==> config.mk <==
export PLATFORM = sky130hd
export DESIGN_NAME = decimal64_canonical_formatter_core
export DESIGN_NICKNAME = d
export VERILOG_FILES = /design/src/d64fmt_pkg.sv /design/src/decimal64_canonical_formatter_core.sv
export SDC_FILE = /design/constraint.sdc
export NUM_CORES = 2
export LEC_CHECK = 0
export BUFFER_PORTS_ARGS = -buffer_cell sky130_fd_sc_hd__buf_2
export CAP_MARGIN = 30
export CELL_PAD_IN_SITES_DETAIL_PLACEMENT = 0
export CELL_PAD_IN_SITES_GLOBAL_PLACEMENT = 1
export CORE_MARGIN = 3
export CORE_UTILIZATION = 43
export DETAILED_ROUTE_END_ITERATION = 10
export PLACE_DENSITY = 0.69
export SYNTH_ARGS = -nofsm -noshare
export SYNTH_HDL_FRONTEND = slang
export SYNTH_SLANG_ARGS = --single-unit
==> constraint.sdc <==
create_clock -name clk -period 18.85 [get_ports clk]
set_input_delay 0.9425 -clock clk [delete_from_list [all_inputs] [get_ports clk]]
set_output_delay 0.9425 -clock clk [all_outputs]
set_load 0.01 [all_outputs]
==> src/d64fmt_pkg.sv <==
// Shared constants, pipeline payload types and the double-dabble step function
// for the decimal64 canonical formatter. It has no dependencies.
`default_nettype none

package d64fmt_pkg;

	localparam int VALUE_W    = 64;
	localparam int DIGITS     = 20;
	localparam int BCD_W      = 4 * DIGITS;
	localparam int IDX_W      = 5;
	localparam int FD_W       = 5;
	localparam int CHAR_W     = 8;
	localparam int DAB_BITS   = 8;
	localparam int DAB_STAGES = VALUE_W / DAB_BITS;

	localparam logic [FD_W-1:0] FD_MIN = 5'd1;
	localparam logic [FD_W-1:0] FD_MAX = 5'd18;

	localparam logic [CHAR_W-1:0] CHAR_ZERO  = 8'h30;
	localparam logic [CHAR_W-1:0] CHAR_POINT = 8'h2E;
	localparam logic [CHAR_W-1:0] CHAR_MINUS = 8'h2D;

	// Payload of one binary-to-BCD stage.
	typedef struct packed {
		logic             neg;
		logic [FD_W-1:0]  fd;
		logic [VALUE_W-1:0] mag;
		logic [BCD_W-1:0] bcd;
	} dab_t;

	// Payload once the digit span of the text is known.
	typedef struct packed {
		logic             neg;
		logic [FD_W-1:0]  fd;
		logic [BCD_W-1:0] bcd;
		logic [IDX_W-1:0] top;
		logic [IDX_W-1:0] low;
	} digits_t;

	// Shifts DAB_BITS binary bits, most significant first, into a BCD word.
	function automatic logic [BCD_W-1:0] dab_step(input logic [BCD_W-1:0] bcd_in,
			input logic [DAB_BITS-1:0] bits);
		logic [BCD_W-1:0] acc;
		acc = bcd_in;
		for (int b = DAB_BITS - 1; b >= 0; b--) begin
			for (int d = 0; d < DIGITS; d++) begin
				if (acc[d*4 +: 4] >= 4'd5) begin
					acc[d*4 +: 4] = acc[d*4 +: 4] + 4'd3;
				end
			end
			acc = {acc[BCD_W-2:0], bits[b]};
		end
		return acc;
	endfunction

endpackage

`default_nettype wire

==> src/decimal64_canonical_formatter_core.sv <==
// Top level of the decimal64 canonical formatter: sign strip, pipelined
// binary-to-BCD conversion, digit span search and the character serializer.
// Depends on d64fmt_pkg.
`default_nettype none

// Channel     Handshake                  Payload
// value       value_valid / value_stall  scaled_value[63:0], signed
// char        char_valid / char_stall    character[7:0], last_char
// config      cfg_write_en               cfg_write_data[4:0] (digits after the point)
//
// A value yields 3 to 21 characters, one per cycle on the char channel while
// char_stall is low, and holds the serializer until its last character is loaded;
// that single-character output port sets the sustained rate. The edge that accepts
// a value loads the sign stage; the eight binary-to-BCD stages of eight bits, the
// span stage, the serializer and the output register follow in that order. New
// values are taken every cycle while the stages ahead have room.
// Reset clears all valid bits and sets the fraction digit count to 1. A stall on the
// char channel backs up stage by stage; bubbles are squeezed out before the
// stall reaches value_stall.
module decimal64_canonical_formatter_core
	import d64fmt_pkg::*;
(
	input  wire logic                clk,
	input  wire logic                arst_n,
	input  wire logic                cfg_write_en,
	input  wire logic [FD_W-1:0]     cfg_write_data,
	input  wire logic                value_valid,
	output logic                     value_stall,
	input  wire logic [VALUE_W-1:0]  scaled_value,
	output logic                     char_valid,
	input  wire logic                char_stall,
	output logic [CHAR_W-1:0]        character,
	output logic                     last_char
);

	// Serializer phases.
	localparam logic [1:0] PH_SIGN  = 2'd0;
	localparam logic [1:0] PH_INT   = 2'd1;
	localparam logic [1:0] PH_POINT = 2'd2;
	localparam logic [1:0] PH_FRAC  = 2'd3;

	logic [FD_W-1:0] fd_q;

	// Stage 1: sign and magnitude, with the fraction digit count clamped.
	logic             v_s1;
	logic             neg_s1;
	logic [FD_W-1:0]  fd_s1;
	logic [VALUE_W-1:0] mag_s1;

	// Stages 2 to 9 are the binary-to-BCD stages, index 0 being stage 2.
	dab_t dab_pipe_s [DAB_STAGES];
	logic [DAB_STAGES-1:0] dab_v_s;
	dab_t dab_in [DAB_STAGES];
	logic [DAB_STAGES-1:0] dab_in_v;

	// Stage 10: digit span. Stage 11: serializer.
	logic    v_s10;
	digits_t dig_s10;
	digits_t dig_next;
	logic    v_s11;
	digits_t dig_s11;
	logic [1:0]       ser_phase_q;
	logic [IDX_W-1:0] ser_idx_q;

	logic                char_valid_q;
	logic [CHAR_W-1:0]   character_q;
	logic                last_char_q;

	// Advance chain: a stage moves on when it is empty or the next one moves.
	logic [DAB_STAGES:0] dab_adv;
	logic s1_adv;
	logic s10_adv;
	logic s11_adv;
	logic out_load;

	logic [3:0]        ser_digit;
	logic [CHAR_W-1:0] cur_char;
	logic              cur_last;

	logic [FD_W-1:0] fd_clamped;

	always_comb begin
		if (fd_q < FD_MIN) begin
			fd_clamped = FD_MIN;
		end else if (fd_q > FD_MAX) begin
			fd_clamped = FD_MAX;
		end else begin
			fd_clamped = fd_q;
		end
	end

	always_ff @(posedge clk or negedge arst_n) begin
		if (!arst_n) begin
			fd_q <= FD_MIN;
		end else if (cfg_write_en) begin
			fd_q <= cfg_write_data;
		end
	end

	// The output register is refilled, while the serializer holds a value, whenever it is empty or being taken.
	assign out_load = v_s11 && (!char_valid_q || !char_stall);
	assign s11_adv  = !v_s11 || (out_load && cur_last);
	assign s10_adv  = !v_s10 || s11_adv;

	always_comb begin
		dab_adv[DAB_STAGES] = s10_adv;
		for (int k = DAB_STAGES - 1; k >= 0; k--) begin
			dab_adv[k] = !dab_v_s[k] || dab_adv[k+1];
		end
	end

	assign s1_adv      = !v_s1 || dab_adv[0];
	assign value_stall = !s1_adv;

	// Inputs of the BCD stages.
	always_comb begin
		dab_in[0].neg = neg_s1;
		dab_in[0].fd  = fd_s1;
		dab_in[0].mag = mag_s1;
		dab_in[0].bcd = '0;
		dab_in_v[0]   = v_s1;
		for (int k = 1; k < DAB_STAGES; k++) begin
			dab_in[k]   = dab_pipe_s[k-1];
			dab_in_v[k] = dab_v_s[k-1];
		end
	end

	// Span of the text: the highest integer digit shown and the lowest
	// fraction digit kept once trailing zeros are dropped.
	always_comb begin
		logic             hi_found;
		logic             lo_found;
		logic [IDX_W-1:0] hi_idx;
		logic [IDX_W-1:0] lo_idx;
		logic [FD_W-1:0]  fd_m1;
		dab_t             fin;
		fin      = dab_pipe_s[DAB_STAGES-1];
		hi_found = 1'b0;
		lo_found = 1'b0;
		hi_idx   = '0;
		lo_idx   = '0;
		for (int i = 0; i < DIGITS; i++) begin
			if (fin.bcd[i*4 +: 4] != 4'd0) begin
				hi_found = 1'b1;
				hi_idx   = IDX_W'(i);
			end
		end
		for (int i = DIGITS - 1; i >= 0; i--) begin
			if (fin.bcd[i*4 +: 4] != 4'd0) begin
				lo_found = 1'b1;
				lo_idx   = IDX_W'(i);
			end
		end
		fd_m1        = fin.fd - FD_MIN;
		dig_next.neg = fin.neg;
		dig_next.fd  = fin.fd;
		dig_next.bcd = fin.bcd;
		dig_next.top = (hi_found && (hi_idx > fin.fd)) ? hi_idx : fin.fd;
		dig_next.low = (lo_found && (lo_idx < fd_m1)) ? lo_idx : fd_m1;
	end

	// Character of the serializer's current position.
	assign ser_digit = dig_s11.bcd[{ser_idx_q, 2'b00} +: 4];

	always_comb begin
		cur_last = 1'b0;
		unique case (ser_phase_q)
			PH_SIGN: begin
				cur_char = CHAR_MINUS;
			end
			PH_INT: begin
				cur_char = CHAR_ZERO + {4'b0000, ser_digit};
			end
			PH_POINT: begin
				cur_char = CHAR_POINT;
			end
			default: begin
				cur_char = CHAR_ZERO + {4'b0000, ser_digit};
				cur_last = (ser_idx_q == dig_s11.low);
			end
		endcase
	end

	// Control state.
	always_ff @(posedge clk or negedge arst_n) begin
		if (!arst_n) begin
			v_s1         <= 1'b0;
			dab_v_s      <= '0;
			v_s10        <= 1'b0;
			v_s11        <= 1'b0;
			ser_phase_q  <= PH_SIGN;
			ser_idx_q    <= '0;
			char_valid_q <= 1'b0;
		end else begin
			if (s1_adv) begin
				v_s1 <= value_valid;
			end
			for (int k = 0; k < DAB_STAGES; k++) begin
				if (dab_adv[k]) begin
					dab_v_s[k] <= dab_in_v[k];
				end
			end
			if (s10_adv) begin
				v_s10 <= dab_v_s[DAB_STAGES-1];
			end
			if (s11_adv) begin
				v_s11 <= v_s10;
			end
			if (s11_adv && v_s10) begin
				ser_phase_q <= dig_s10.neg ? PH_SIGN : PH_INT;
				ser_idx_q   <= dig_s10.top;
			end else if (out_load) begin
				unique case (ser_phase_q)
					PH_SIGN: begin
						ser_phase_q <= PH_INT;
					end
					PH_INT: begin
						if (ser_idx_q == dig_s11.fd) begin
							ser_phase_q <= PH_POINT;
						end else begin
							ser_idx_q <= ser_idx_q - 1'b1;
						end
					end
					PH_POINT: begin
						ser_phase_q <= PH_FRAC;
						ser_idx_q   <= dig_s11.fd - FD_MIN;
					end
					default: begin
						ser_idx_q <= ser_idx_q - 1'b1;
					end
				endcase
			end
			if (out_load) begin
				char_valid_q <= 1'b1;
			end else if (!char_stall) begin
				char_valid_q <= 1'b0;
			end
		end
	end

	// Payload registers.
	always_ff @(posedge clk) begin
		if (s1_adv && value_valid) begin
			neg_s1 <= scaled_value[VALUE_W-1];
			fd_s1  <= fd_clamped;
			mag_s1 <= scaled_value[VALUE_W-1] ? (~scaled_value + 1'b1) : scaled_value;
		end
		for (int k = 0; k < DAB_STAGES; k++) begin
			if (dab_adv[k] && dab_in_v[k]) begin
				dab_pipe_s[k].neg <= dab_in[k].neg;
				dab_pipe_s[k].fd  <= dab_in[k].fd;
				dab_pipe_s[k].mag <= dab_in[k].mag << DAB_BITS;
				dab_pipe_s[k].bcd <= dab_step(dab_in[k].bcd,
						dab_in[k].mag[VALUE_W-1 -: DAB_BITS]);
			end
		end
		if (s10_adv && dab_v_s[DAB_STAGES-1]) begin
			dig_s10 <= dig_next;
		end
		if (s11_adv && v_s10) begin
			dig_s11 <= dig_s10;
		end
		if (out_load) begin
			character_q <= cur_char;
			last_char_q <= cur_last;
		end
	end

	assign char_valid = char_valid_q;
	assign character  = character_q;
	assign last_char  = last_char_q;

endmodule

`default_nettype wire

==> summary.txt <==
Critical path
  – R2R Path End: dab_pipe_s[0][295]$_DFFE_PP_
  – Worst EP required: 19.33 ns
  – Worst Setup Start Kind: flip-flop
  – CP max stage delay: ~0.7 ns
  – Worst flop-to-flop path startpoint: dab_pipe_s[0][142]$_DFFE_PP_
  – Worst r2r path cells: 26
  – Critical Path End Type: flip-flop
  – Max FO, Critical Path: 15
  – Crit path buffers/inverters: 2
  – Critical path's top delay family: compound AO/OA/AOI/OAI gates
  – Critical Path AT: roughly 8.3 ns
  – Slowest-stage cell, CP: xnor2_1
  – Kind of critical path: reg2reg
  – Crit-path most repeated cell: ha_1
  – Flop-to-flop setup slack: between 10 and 15 ns

STA
  – Fin. Hold Viols: 0
  – Clock Skews: around 0.11 ns
  – Worst slew margin: 25.4%
  – RSZ-0062 raised after global routing: false
  – Post-route setup TNS: 0 ns
  – Final period util: a little over two fifths
  – Max Freq: around 0.13 GHz
  – Slew Viols, Final: 0
  – Worst slew pin tran: between 1 and 1.5 ns
  – Final count of negative-setup-slack endpoints: 0
  – Post-layout minimum cycle time: between 7 and 8 ns
  – Min setup slack post-route: between 10 and 15 ns

Drt
  – Total wire length: between 200 and 300 mm
  – Vias post-DR: approximately 96000
  – WL/cell: about 16 microns
  – Final ANT Viol Nets: 0
  – DRT Pass-1 Iters: 6
  – DR iter-0 viols: roughly 5600
  – Drt drc: 0
  – Vias per cell: around 5.9

GRT
  – GRT met1 Usage: 24.2%
  – Vias in the first global route: around 89000
  – First-pass GRT wire length: between 400 and 500 mm
  – Total gr overflow: 0
  – Largest net degree at the start of global routing: 78
  – GR met2 Demand/Resource: between 30% and 40%
  – Number of antenna violations at the first check in global routing: 6
  – Gr usage total: 18.8%
  – Peak-usage layer in the global routing report: met2
  – M3 GR Usage: under 10%

Synthesis
  – Avg Cell Area, Syn: ~8.3 sq um
  – Register area share after synthesis: approximately a quarter
  – Synth warn: 0
  – Async S/R FF share, synth: ~2.6%
  – Seq cells post-synth: around 930
  – Main flop type after synthesis: edfxtp_1
  – Yosys cell types: around 170
  – Synth Cell Area: about 110000 sq um
  – Post-Syn Instances: about 13000
  – Post-synth EDFFs: roughly 900

Finish
  – Share of cells above drive strength 1: 10.3%
  – Layout Utilization: a little under half
  – Nets: 13500
  – Final std cells w/o fill: around 16000
  – Synth-to-Final Area Change: 7.22%

Placement
  – Detailed Place HPWL: around 190 mm
  – I/O Buffers: slightly above 80
  – Gpl congestion: approximately 0.84
  – Pre-CTS setup slack: around 11 ns
  – Cell count after placement: around 16000

Clocking
  – Worst skew pair latency: 0.82 ns
  – Buffer count from post-CTS setup fixing: 0
  – Reg clk slew, reported paths: 0.07 ns
  – Post-CTS Hold Buffers: 0
  – H-tree depth: 3
  – TritonCTS clock tree: yes
  – CTS Buf Count: roughly 110
  – Sink Count: 932
  – Clk buf depth: 3
  – PostCTS Resize Cnt: 0
  – Clock root cell: clkbuf_16

Pwr
  – Gate power share: roughly 60%
  – Reg power frac: approximately a fifth
  – Internal power: between 7000 and 8000 uW
  – Maximum vdd drop: roughly 0.094 mV
  – NetSw: between 5000 and 6000 uW
  – PD cells: between 100 and 150 nW/um^2
  – Clock network fraction of design power: between 10% and 20%
  – Static leakage: about 0.044 uW
  – Net Sw Frac: 43.1%

Floorplan
  – CORE AREA: 247000 sq um
  – Die area: about 260000 sq um
  – I/O pin count: 85
  – Initial Utilization: between 40% and 50%
  – Row count: between 150 and 200
  – Die Width: between 500 and 600 microns
  – Die span in y: slightly above 500 microns

Run status
  – Status: finished clean

Flow run
  – Max Cap Viol: 0

Min path
  – Worst hold path type: in2async
==> routing by layer <==
| layer | wire [microns] | share of wire [%] |
|---|---|---|
| met1 | 117000 | 46 |
| met2 | 124000 | 49 |
| met3 | 6790 | 2.7 |
| met4 | 5610 | 2.2 |
| met5 | 0 | 0 |
==> cell usage in the layout (no fill, tap or decap), types with 188 or more instances in the layout <==
cell type / netlist / final
nand2_1: 1017 / 1017
nor2_1: 993 / 993
a21oi_1: 986 / 986
edfxtp_1: 908 / 908
o21ai_0: 883 / 883
inv_1: 787 / 786
ha_1: 585 / 585
xnor2_1: 423 / 423
mux2i_1: 417 / 417
nor3_1: 342 / 342
nand3_1: 328 / 328
mux2_2: 272 / 272
nand2b_1: 258 / 258
a211oi_1: 241 / 241
a31oi_1: 226 / 225
o211ai_1: 216 / 216
o21ai_1: 206 / 206
a21o_1: 188 / 188
==> worst max path at each step <==
| stage | from | end | slack, ns | depth (start not counted) |
|---|---|---|---|---|
| after floorplan | dab_pipe_s[1][352]$_DFFE_PP_ | dab_pipe_s[1][503]$_DFFE_PP_ | 12.07 | 40 |
| after global placement | dab_pipe_s[0][142]$_DFFE_PP_ | dab_pipe_s[0][293]$_DFFE_PP_ | 11.36 | 26 |
| after detailed placement | dab_pipe_s[0][142]$_DFFE_PP_ | dab_pipe_s[0][295]$_DFFE_PP_ | 11.16 | 26 |
| after CTS | dab_pipe_s[0][142]$_DFFE_PP_ | dab_pipe_s[0][295]$_DFFE_PP_ | 11.11 | 26 |
| after global routing | dab_pipe_s[0][142]$_DFFE_PP_ | dab_pipe_s[0][295]$_DFFE_PP_ | 10.41 | 26 |
| final | dab_pipe_s[0][142]$_DFFE_PP_ | dab_pipe_s[0][295]$_DFFE_PP_ | 11.01 | 26 |
==> power groups by stage <==
stage / clock (uW) / sequential (uW) / combinational, uW
global placement: 0 / 2760 / 7520
global route: 2560 / 2720 / 8850
CTS: 2470 / 2720 / 7830
floorplan: 0 / 2740 / 6450
detailed placement: 0 / 2760 / 7790
finish: 2390 / 2720 / 7810
==> stage by stage <==
stage          instance area (sq um)  total power, uW  hold WS (ns)
2_1_floorplan                 107000             9190         0.400
3_3_place_gp                  111000            10300         0.400
3_5_place_dp                  111000            10600         0.405
4_1_cts                       115000            13000        0.0639
5_1_grt                       115000            14100         0.103
6_report                      115000            12900         0.136
==> cells by family (layout without fill, tap and decap cells) <==
group | after synthesis | after routing | share of synthesized area, %
AND/OR/NAND/NOR | 4020 | 4020 | 18.4
XOR/XNOR | 611 | 611 | 5.60
adder cells (fa/ha/maj) | 628 | 628 | 7.21
buffers and inverters | 1168 | 1193 | 4.21
flip-flops | 932 | 932 | 25.9
multiplexers | 731 | 731 | 7.51
AO/OA/AOI/OAI | 4814 | 4814 | 31.1
other | 2 | 7 | 0.00699
==> sequential cells by signal, summed over array words and instances (netlist names), 2 cells and up <==
register / count
mag_s1: 64
ser_idx_q: 5
dig_s11: 90
dig_s10: 96
ser_phase_q: 2
fd_q: 5
fd_s1: 5
dab_pipe_s: 646
character: 5
dab_v_s: 8
==> worst reg2reg max path: cells and delay by family, from the launching register on <==
kind / cells / cell delay [ns]
xor gates and xnor gates: 1 / 0.72
muxes: 1 / 0.56
DFF: 1 / 0.58
adders and majority gates: 4 / 1.15
AOI/OAI and AO/OA: 15 / 3.64
buffers and inverters: 2 / 0.35
and+or+nand+nor: 3 / 0.56
==> cell usage after synthesis (180+ instances only) <==
cell	number	share of area, %
clkbuf_1	215	0.75
mux2i_1	417	3.9
ha_1	585	6.8
a21oi_1	986	4.6
xnor2_1	423	3.4
o211ai_1	216	1.5
o21ai_1	206	0.96
edfxtp_1	908	25
nand2_1	1017	3.6
nand2b_1	258	1.5
nor2_1	993	3.5
mux2_2	272	2.8
nor3_1	342	1.6
a211oi_1	241	1.7
inv_1	787	2.7
a31oi_1	226	1.3
o21ai_0	883	4.1
and2_1	180	1.0
a21o_1	188	1.3
nand3_1	328	1.5
==> cell type report <==
type	instances	area [sq um]
clock buffers	125	2890
flip-flops and latches	932	27900
repair buffers	119	703
clock inverters	87	1240
inverters	862	3240
well taps	3312	4140
diodes	4	10.0
multi-input cells	10800	75100
fillers	23700	132000
(Power assumes the default switching activity.)
